## config.mk

```make
export PLATFORM = sky130hd
export DESIGN_NAME = eff_recip
export DESIGN_NICKNAME = d
export VERILOG_FILES = /design/src/design/eff_pkg.sv /design/src/design/eff_recip.sv
export SDC_FILE = /design/constraint.sdc
export NUM_CORES = 2
export LEC_CHECK = 0
export ABC_CLOCK_PERIOD_IN_PS = 8500
export BUFFER_PORTS_ARGS = -buffer_cell sky130_fd_sc_hd__buf_2
export CORE_ASPECT_RATIO = 1.1
export CORE_MARGIN = 8
export CORE_UTILIZATION = 47
export CTS_CLUSTER_SIZE = 12
export DETAILED_ROUTE_END_ITERATION = 8
export GPL_TIMING_DRIVEN = 1
export PLACE_DENSITY = 0.66
export SETUP_SLACK_MARGIN = 0.02
export SLEW_MARGIN = 20
export SYNTH_ARGS = -nofsm -noshare
export SYNTH_HDL_FRONTEND = slang
export SYNTH_SLANG_ARGS = --single-unit
```

## constraint.sdc

```tcl
create_clock -name clk -period 8.5 [get_ports clk]
set_input_delay 1.7 -clock clk [delete_from_list [all_inputs] [get_ports clk]]
set_output_delay 1.7 -clock clk [all_outputs]
set_load 0.01 [all_outputs]
```

## src/design/eff_pkg.sv

```systemverilog
// Shared types, constants and single-precision arithmetic functions for the Euler flux block.
`timescale 1ns / 1ps
package eff_pkg;

  typedef logic [31:0] fp_t;

  typedef struct packed {
    logic signed [10:0] e;
    logic [23:0]        m;
  } nrm_t;

  // Item state carried along the main pipeline
  typedef struct packed {
    logic [1:0]       dir;
    fp_t              n;
    fp_t              t1;
    fp_t              t2;
    fp_t              e;
    logic [3:0][31:0] sc;
    fp_t              a;
    fp_t              b;
    fp_t              c;
    fp_t              s;
    fp_t              h;
    fp_t              vn;
    fp_t              p;
    fp_t              fn;
    fp_t              ft1;
    fp_t              ft2;
    fp_t              q;
    fp_t              fe;
    logic [3:0][31:0] sf;
  } it_t;

  localparam fp_t CANON_NAN   = 32'h7FC0_0000;
  localparam fp_t FP_HALF     = 32'h3F00_0000;
  localparam fp_t GAMMA_RESET = 32'h3F2A_AAAB;
  localparam fp_t FLOOR_RESET = 32'h0000_0000;

  localparam logic [1:0] DIR_X    = 2'd0;
  localparam logic [1:0] DIR_Y    = 2'd1;
  localparam logic [1:0] DIR_Z    = 2'd2;
  localparam logic [1:0] DIR_XALT = 2'd3;

  localparam logic REG_GAMMA = 1'b0;
  localparam logic REG_FLOOR = 1'b1;

  localparam int RECIP_STEPS = 13;
  localparam int RECIP_BITS  = 2;
  localparam int RECIP_LAT   = RECIP_STEPS + 2;
  localparam int POST_STAGES = 7;
  localparam int TOTAL       = RECIP_LAT + POST_STAGES;

  function automatic logic fp_is_nan(fp_t x);
    return (x[30:23] == 8'hFF) && (x[22:0] != 23'd0);
  endfunction

  function automatic logic fp_is_inf(fp_t x);
    return (x[30:23] == 8'hFF) && (x[22:0] == 23'd0);
  endfunction

  function automatic logic fp_is_zero(fp_t x);
    return x[30:0] == 31'd0;
  endfunction

  function automatic fp_t fp_canon(fp_t x);
    return fp_is_nan(x) ? CANON_NAN : x;
  endfunction

  // Normalise a finite non-zero operand: hidden one at bit 23
  function automatic nrm_t fp_norm(fp_t x);
    nrm_t       r;
    logic [4:0] k;
    k = 5'd0;
    if (x[30:23] != 8'd0) begin
      r.m = {1'b1, x[22:0]};
      r.e = $signed({3'b0, x[30:23]});
    end else begin
      for (int i = 0; i < 23; i++) begin
        if (x[i]) k = 5'(i);
      end
      r.m = {1'b0, x[22:0]} << (5'd23 - k);
      r.e = $signed({6'b0, k}) - 11'sd22;
    end
    return r;
  endfunction

  // Round to nearest even; m[25] leading one, m[1] guard, m[0] sticky
  function automatic fp_t fp_round(logic s, logic signed [10:0] e, logic [25:0] m);
    logic [25:0]        mm;
    logic [7:0]         expf;
    logic signed [10:0] amt;
    logic [4:0]         sh;
    logic               inc;
    logic [30:0]        mag;
    fp_t                res;
    mm   = m;
    expf = 8'd0;
    amt  = 11'sd0;
    sh   = 5'd0;
    if (e >= 11'sd255) begin
      res = {s, 8'hFF, 23'd0};
    end else begin
      if (e >= 11'sd1) begin
        mm   = m;
        expf = e[7:0];
      end else begin
        amt  = 11'sd1 - e;
        sh   = (amt > 11'sd26) ? 5'd26 : amt[4:0];
        mm   = (m >> sh) | {25'd0, |(m & ((26'd1 << sh) - 26'd1))};
        expf = 8'd0;
      end
      inc = mm[1] & (mm[0] | mm[2]);
      mag = {expf, mm[24:2]} + {30'd0, inc};
      res = {s, mag};
    end
    return res;
  endfunction

  function automatic fp_t fp_mul(fp_t a, fp_t b);
    logic               s;
    nrm_t               na;
    nrm_t               nb;
    logic [47:0]        p;
    logic signed [10:0] e;
    logic [25:0]        m;
    fp_t                res;
    s  = a[31] ^ b[31];
    na = '0;
    nb = '0;
    if (fp_is_nan(a) || fp_is_nan(b) || (fp_is_inf(a) && fp_is_zero(b)) ||
        (fp_is_zero(a) && fp_is_inf(b))) begin
      res = CANON_NAN;
    end else if (fp_is_inf(a) || fp_is_inf(b)) begin
      res = {s, 8'hFF, 23'd0};
    end else if (fp_is_zero(a) || fp_is_zero(b)) begin
      res = {s, 31'd0};
    end else begin
      na = fp_norm(a);
      nb = fp_norm(b);
      p  = na.m * nb.m;
      e  = na.e + nb.e - 11'sd127;
      if (p[47]) begin
        m = {p[47:23], |p[22:0]};
        e = e + 11'sd1;
      end else begin
        m = {p[46:22], |p[21:0]};
      end
      res = fp_round(s, e, m);
    end
    return res;
  endfunction

  function automatic fp_t fp_add(fp_t a, fp_t b);
    fp_t                x;
    fp_t                y;
    logic [7:0]         ex;
    logic [7:0]         ey;
    logic [7:0]         d;
    logic [26:0]        ma;
    logic [26:0]        mb0;
    logic [26:0]        mb;
    logic [27:0]        sum;
    logic [4:0]         ld;
    logic [1:0]         sh;
    logic signed [10:0] e;
    logic [25:0]        m;
    fp_t                res;
    x   = a;
    y   = b;
    ld  = 5'd0;
    mb  = '0;
    sum = '0;
    if (fp_is_nan(a) || fp_is_nan(b)) begin
      res = CANON_NAN;
    end else if (fp_is_inf(a) && fp_is_inf(b)) begin
      res = (a[31] == b[31]) ? a : CANON_NAN;
    end else if (fp_is_inf(a)) begin
      res = a;
    end else if (fp_is_inf(b)) begin
      res = b;
    end else if (fp_is_zero(a) && fp_is_zero(b)) begin
      res = {a[31] & b[31], 31'd0};
    end else begin
      if (b[30:0] > a[30:0]) begin
        x = b;
        y = a;
      end
      ex  = (x[30:23] == 8'd0) ? 8'd1 : x[30:23];
      ey  = (y[30:23] == 8'd0) ? 8'd1 : y[30:23];
      ma  = {x[30:23] != 8'd0, x[22:0], 3'b000};
      mb0 = {y[30:23] != 8'd0, y[22:0], 3'b000};
      d   = ex - ey;
      if (d >= 8'd27) begin
        mb = {26'd0, |mb0};
      end else begin
        mb = (mb0 >> d[4:0]) | {26'd0, |(mb0 & ((27'd1 << d[4:0]) - 27'd1))};
      end
      if (x[31] ^ y[31]) begin
        sum = {1'b0, ma} - {1'b0, mb};
      end else begin
        sum = {1'b0, ma} + {1'b0, mb};
      end
      if (sum == 28'd0) begin
        res = 32'd0;
      end else begin
        for (int i = 0; i < 28; i++) begin
          if (sum[i]) ld = 5'(i);
        end
        e = $signed({3'b0, ex}) + $signed({6'b0, ld}) - 11'sd26;
        if (ld >= 5'd25) begin
          sh = 2'(ld - 5'd25);
          m  = 26'(sum >> sh) | {25'd0, |(sum & ((28'd1 << sh) - 28'd1))};
        end else begin
          m  = 26'(sum << (5'd25 - ld));
        end
        res = fp_round(x[31], e, m);
      end
    end
    return res;
  endfunction

  // Ordered greater-than; false when either side is NaN
  function automatic logic fp_gt(fp_t a, fp_t b);
    logic r;
    if (fp_is_nan(a) || fp_is_nan(b)) begin
      r = 1'b0;
    end else if (fp_is_zero(a) && fp_is_zero(b)) begin
      r = 1'b0;
    end else if (a[31] != b[31]) begin
      r = !a[31];
    end else if (!a[31]) begin
      r = a[30:0] > b[30:0];
    end else begin
      r = a[30:0] < b[30:0];
    end
    return r;
  endfunction

  function automatic fp_t fp_floor(fp_t p, fp_t lo);
    return (fp_gt(p, lo) || fp_is_nan(lo)) ? p : lo;
  endfunction

endpackage

```

## src/design/eff_recip.sv

```systemverilog
// Pipelined correctly rounded single-precision reciprocal, two quotient bits per stage.
`timescale 1ns / 1ps
module eff_recip (
  input  logic         clk,
  input  logic         en,
  input  eff_pkg::fp_t d,
  output eff_pkg::fp_t r
);
  import eff_pkg::*;

  typedef struct packed {
    logic               spec;
    fp_t                sv;
    logic               s;
    logic               p2;
    logic signed [10:0] e;
    logic [23:0]        md;
    logic [25:0]        rem;
    logic [25:0]        q;
  } rcp_t;

  rcp_t st [RECIP_STEPS + 1];
  rcp_t st0_next;
  nrm_t nd;

  // Unpack: catch specials, normalise the divisor
  always_comb begin
    st0_next      = '0;
    st0_next.s    = d[31];
    st0_next.rem  = 26'h100_0000;
    nd            = fp_norm(d);
    if (fp_is_nan(d)) begin
      st0_next.spec = 1'b1;
      st0_next.sv   = CANON_NAN;
    end else if (fp_is_zero(d)) begin
      st0_next.spec = 1'b1;
      st0_next.sv   = {d[31], 8'hFF, 23'd0};
    end else if (fp_is_inf(d)) begin
      st0_next.spec = 1'b1;
      st0_next.sv   = {d[31], 31'd0};
    end else begin
      st0_next.md = nd.m;
      st0_next.p2 = (nd.m == 24'h80_0000);
      st0_next.e  = st0_next.p2 ? (11'sd254 - nd.e) : (11'sd253 - nd.e);
    end
  end

  always_ff @(posedge clk) begin
    if (en) begin
      st[0] <= st0_next;
    end
  end

  for (genvar k = 1; k <= RECIP_STEPS; k++) begin : g_div
    rcp_t nx;
    always_comb begin
      nx = st[k-1];
      for (int j = 0; j < RECIP_BITS; j++) begin
        if (nx.rem >= {2'b0, nx.md}) begin
          nx.q   = {nx.q[24:0], 1'b1};
          nx.rem = (nx.rem - {2'b0, nx.md}) << 1;
        end else begin
          nx.q   = {nx.q[24:0], 1'b0};
          nx.rem = nx.rem << 1;
        end
      end
    end
    always_ff @(posedge clk) begin
      if (en) begin
        st[k] <= nx;
      end
    end
  end

  always_ff @(posedge clk) begin
    if (en) begin
      if (st[RECIP_STEPS].spec) begin
        r <= st[RECIP_STEPS].sv;
      end else if (st[RECIP_STEPS].p2) begin
        r <= fp_round(st[RECIP_STEPS].s, st[RECIP_STEPS].e, 26'h200_0000);
      end else begin
        r <= fp_round(st[RECIP_STEPS].s, st[RECIP_STEPS].e,
                      {st[RECIP_STEPS].q[25:1],
                       st[RECIP_STEPS].q[0] | (st[RECIP_STEPS].rem != 26'd0)});
      end
    end
  end

endmodule
```

==> metrics.md <==
| Metric | Value |
|---|---|
| Outcome | finished clean |
| Sequential area share after synthesis | 0.436 |
| Via count | 55.7k |
| Period utilisation layout | 0.936 |
| Worst path arrival time | 8.42 ns |
| Tot GR Track Use | 0.223 |
| Die area | 171000 µm² |
| CTS tree | yes |
| Overflow after GRT | 0 |
| Worst Hold Launch | st[1][11]$_DFFE_PP_ |
| Setup CP Type | flop to flop |
| Worst-path clk slew | 0.06 ns |
| N_diodes | 0 |
| CP delay by family, top | compound AO/OA/AOI/OAI gates |
| Die Y | 432 µm |
| Final setup violation count | 0 |
| Largest net degree at the start of global routing | 190 |
| Post-DP Area | 77000 µm² |
| H-tree depth | 3 |
| Worst-Skew Late Latency | 0.74 ns |
| Syn Area/Cell | 10.3 µm² |
| Area grow syn2layout | 8.70% |
| Post-layout nets | approximately 7.9k |
| IO Count | 66 |
| Slew @ Worst Pin | 1.11 ns |
| Post-route cell area | around 80000 µm² |
| Hold WC Path Type | flop to flop |
| Critical path capture point type | flop |
| Die X | 394 µm |
| Share of flip-flops with an asynchronous set or reset | 0 |
| Site row count | 152 |
| Complex-gate fraction of the synthesized area | 0.172 |
| Post-synth EDFFs | 1076 |
| Initial DRC count | 4364 |
| Critical path startpoint | st[1][174]$_DFFE_PP_ |
| Post-Synth Adder-Cell Area | 0.104 |
| Uppermost layer routed | met5 |
| Accumulated negative setup slack | 0 ns |
| Seq. cell area | 32300 µm² |
| Area of the multi-input gates | ~39000 µm² |
| Mux contribution to synthesized area | 0.0633 |
| Max FO, Critical Path | 22 |
| Distinct cells, synth | 101 |
| Worst Skew | 0.0473 ns |
| Reg2reg start | st[1][174]$_DFFE_PP_ |
| Post-synthesis simple-gate area fraction | 0.122 |
| Startpoint Class | flop |
| Max_cap viols | 0 |
| Area contributors post-synth | edfxtp_1 (44%), ha_1 (10%), mux2_2 (5.5%), xnor2_1 (4.8%), a21oi_1 (4.1%) |
| Largest family of logic cells by synthesized area | compound AO/OA/AOI/OAI gates |
| Post-synth design cell area | about 74000 µm² |
| Starting Density | 0.474 |
| RSZ-0062 raised after global routing | yes |
| Port bufs | 65 |
| # hold bufs at CTS | 0 |
| DRC Markers | 0 |
| Yosys warning count | 0 |
| Post-layout min period | 7.96 ns |
| Avg WL per Cell | 21.0 µm |
| Syn Nets | 7841 |
| Root buffer cell | clkbuf_16 |
| Initial antenna violation count | 4 |
| Worst endpoint required time | about 9.0 ns |
| Fin cells | 9433 |
| Bufs and invs on worst path | 2 |
| Mapped Cells | just over 7k |
| Most common cell in the netlist | edfxtp_1 |
| Headroom to the max-slew limit | 0.262 |
| Final wirelength | 198000 µm |
| CTS max path bufs | 3 |
| Routed Antenna Nets | 0 |
| Fin. Hold Viols | 0 |
| Met3 wire len | 9520 µm |
| FMAX | 126 MHz |
| Share of layout cells above drive strength 1 | 0.103 |
| Metal2 WL | 96500 µm |
| Routability cong. | ~1 |
| Slew Limit Fails | 0 |
| XOR/XNOR Fraction of Synth Area | 0.0669 |
| Predominant post-synthesis flop cell | edfxtp_1 |
| Post-synth top cells | edfxtp_1 (1076), a21oi_1 (602), ha_1 (599) |
| CTS buffer count | 114 |
| Vias in the first global route | around 54k |
| TritonRoute pass-1 iters | 8 |
| Cell accounting for the most synthesized area | edfxtp_1 |
| Clk sinks | 1076 |
| Routed met1 length | between 80000 and 90000 µm |
| Most used cell, CP | o21ai_0 |
| Synth top area share | 0.436 |
| CP peak stage delay | between 0.6 and 0.7 ns |
| First-pass GRT wire length | around 300000 µm |
| Post-DP HPWL | 154000 µm |
| Slowest CP cell | a2111oi_1 |
| # fillers | 14.1k |
| Placed Cells incl. Taps | 9244 |
| Core Box Area | 156000 µm² |
| Avg Vias per Cell | 5.91 |
| Flops & latches, synth | 1076 |
[flip-flops by register name, summed over array words and instances (netlist names)]
register / cells
r: 32
st: 1044
[metrics by stage]
stage,util,hold WS [ns],setup WS [ns]
after global routing,0.515,0.407,-0.0337
final,0.515,0.390,0.543
after CTS,0.515,0.379,0.482
after detailed placement,0.492,0.405,0.574
after global placement,0.492,0.401,0.596
after floorplan,-,0.400,1.16
[layer usage]
layer	up-vias	global-route usage
met2	1565	0.390
met5	-	0
met1	26653	0.284
met3	420	0.0256
li1	27102	-
met4	2	0.0823
[cells in the final DEF (no fill, tap or decap), drive strengths merged, types with 34 or more instances in the layout]
| master | n |
|---|---|
| a21oi | 603 |
| and2 | 35 |
| nand4 | 101 |
| mux2i | 58 |
| xor2 | 156 |
| nand2b | 80 |
| o21ai | 395 |
| nor2b | 81 |
| or3 | 52 |
| o22ai | 34 |
| clkinv | 36 |
| xnor2 | 410 |
| o21a | 90 |
| inv | 504 |
| nand2 | 432 |
| a21o | 285 |
| nor3 | 152 |
| and3 | 61 |
| nand3 | 141 |
| ha | 599 |
| edfxtp | 1076 |
| a31oi | 69 |
| o21bai | 90 |
| mux2 | 365 |
| a211oi | 65 |
| nor2 | 547 |
| or2 | 39 |
| clkbuf | 138 |
| nor4 | 68 |
| buf | 140 |
| o31ai | 52 |
[repair_timing]
action                     4_1_cts  5_1_grt
buffers inserted                 0        2
setup endpoints to repair        0       40
hold endpoints to repair         0        0
resized for setup                0        1
[cells by family after synthesis]
family                   after synthesis
AO/OA/AOI/OAI                       1989
XOR/XNOR                             566
adder cells (fa/ha/maj)              611
buffers and inverters                671
flip-flops                          1076
multiplexers                         423
other                                  1
AND/OR/NAND/NOR                     1859
[area by class of cell]
type / instances / share of cell area
Clock buffer: 138 / 0.0371
Clock inverter: 49 / 0.00626
Inverter: 502 / 0.0234
Multi-Input combinational cell: 5449 / 0.488
Sequential cell: 1076 / 0.401
Tap cell: 2079 / 0.0323
Timing Repair Buffer: 140 / 0.0118
[worst paths after layout]
kind                               end  slack [ns]  depth (start not counted)
hold reg to reg   st[1][135]$_DFFE_PP_        0.39                          0
setup / recovery  st[1][280]$_DFFE_PP_        0.54                         26
hold / removal    st[1][135]$_DFFE_PP_        0.39                          0
setup reg to reg  st[1][280]$_DFFE_PP_        0.54                         26
Power is left out: the tool's default activity adds up to more than one toggle a clock period on the data nets, which glitch-free logic cannot reach.
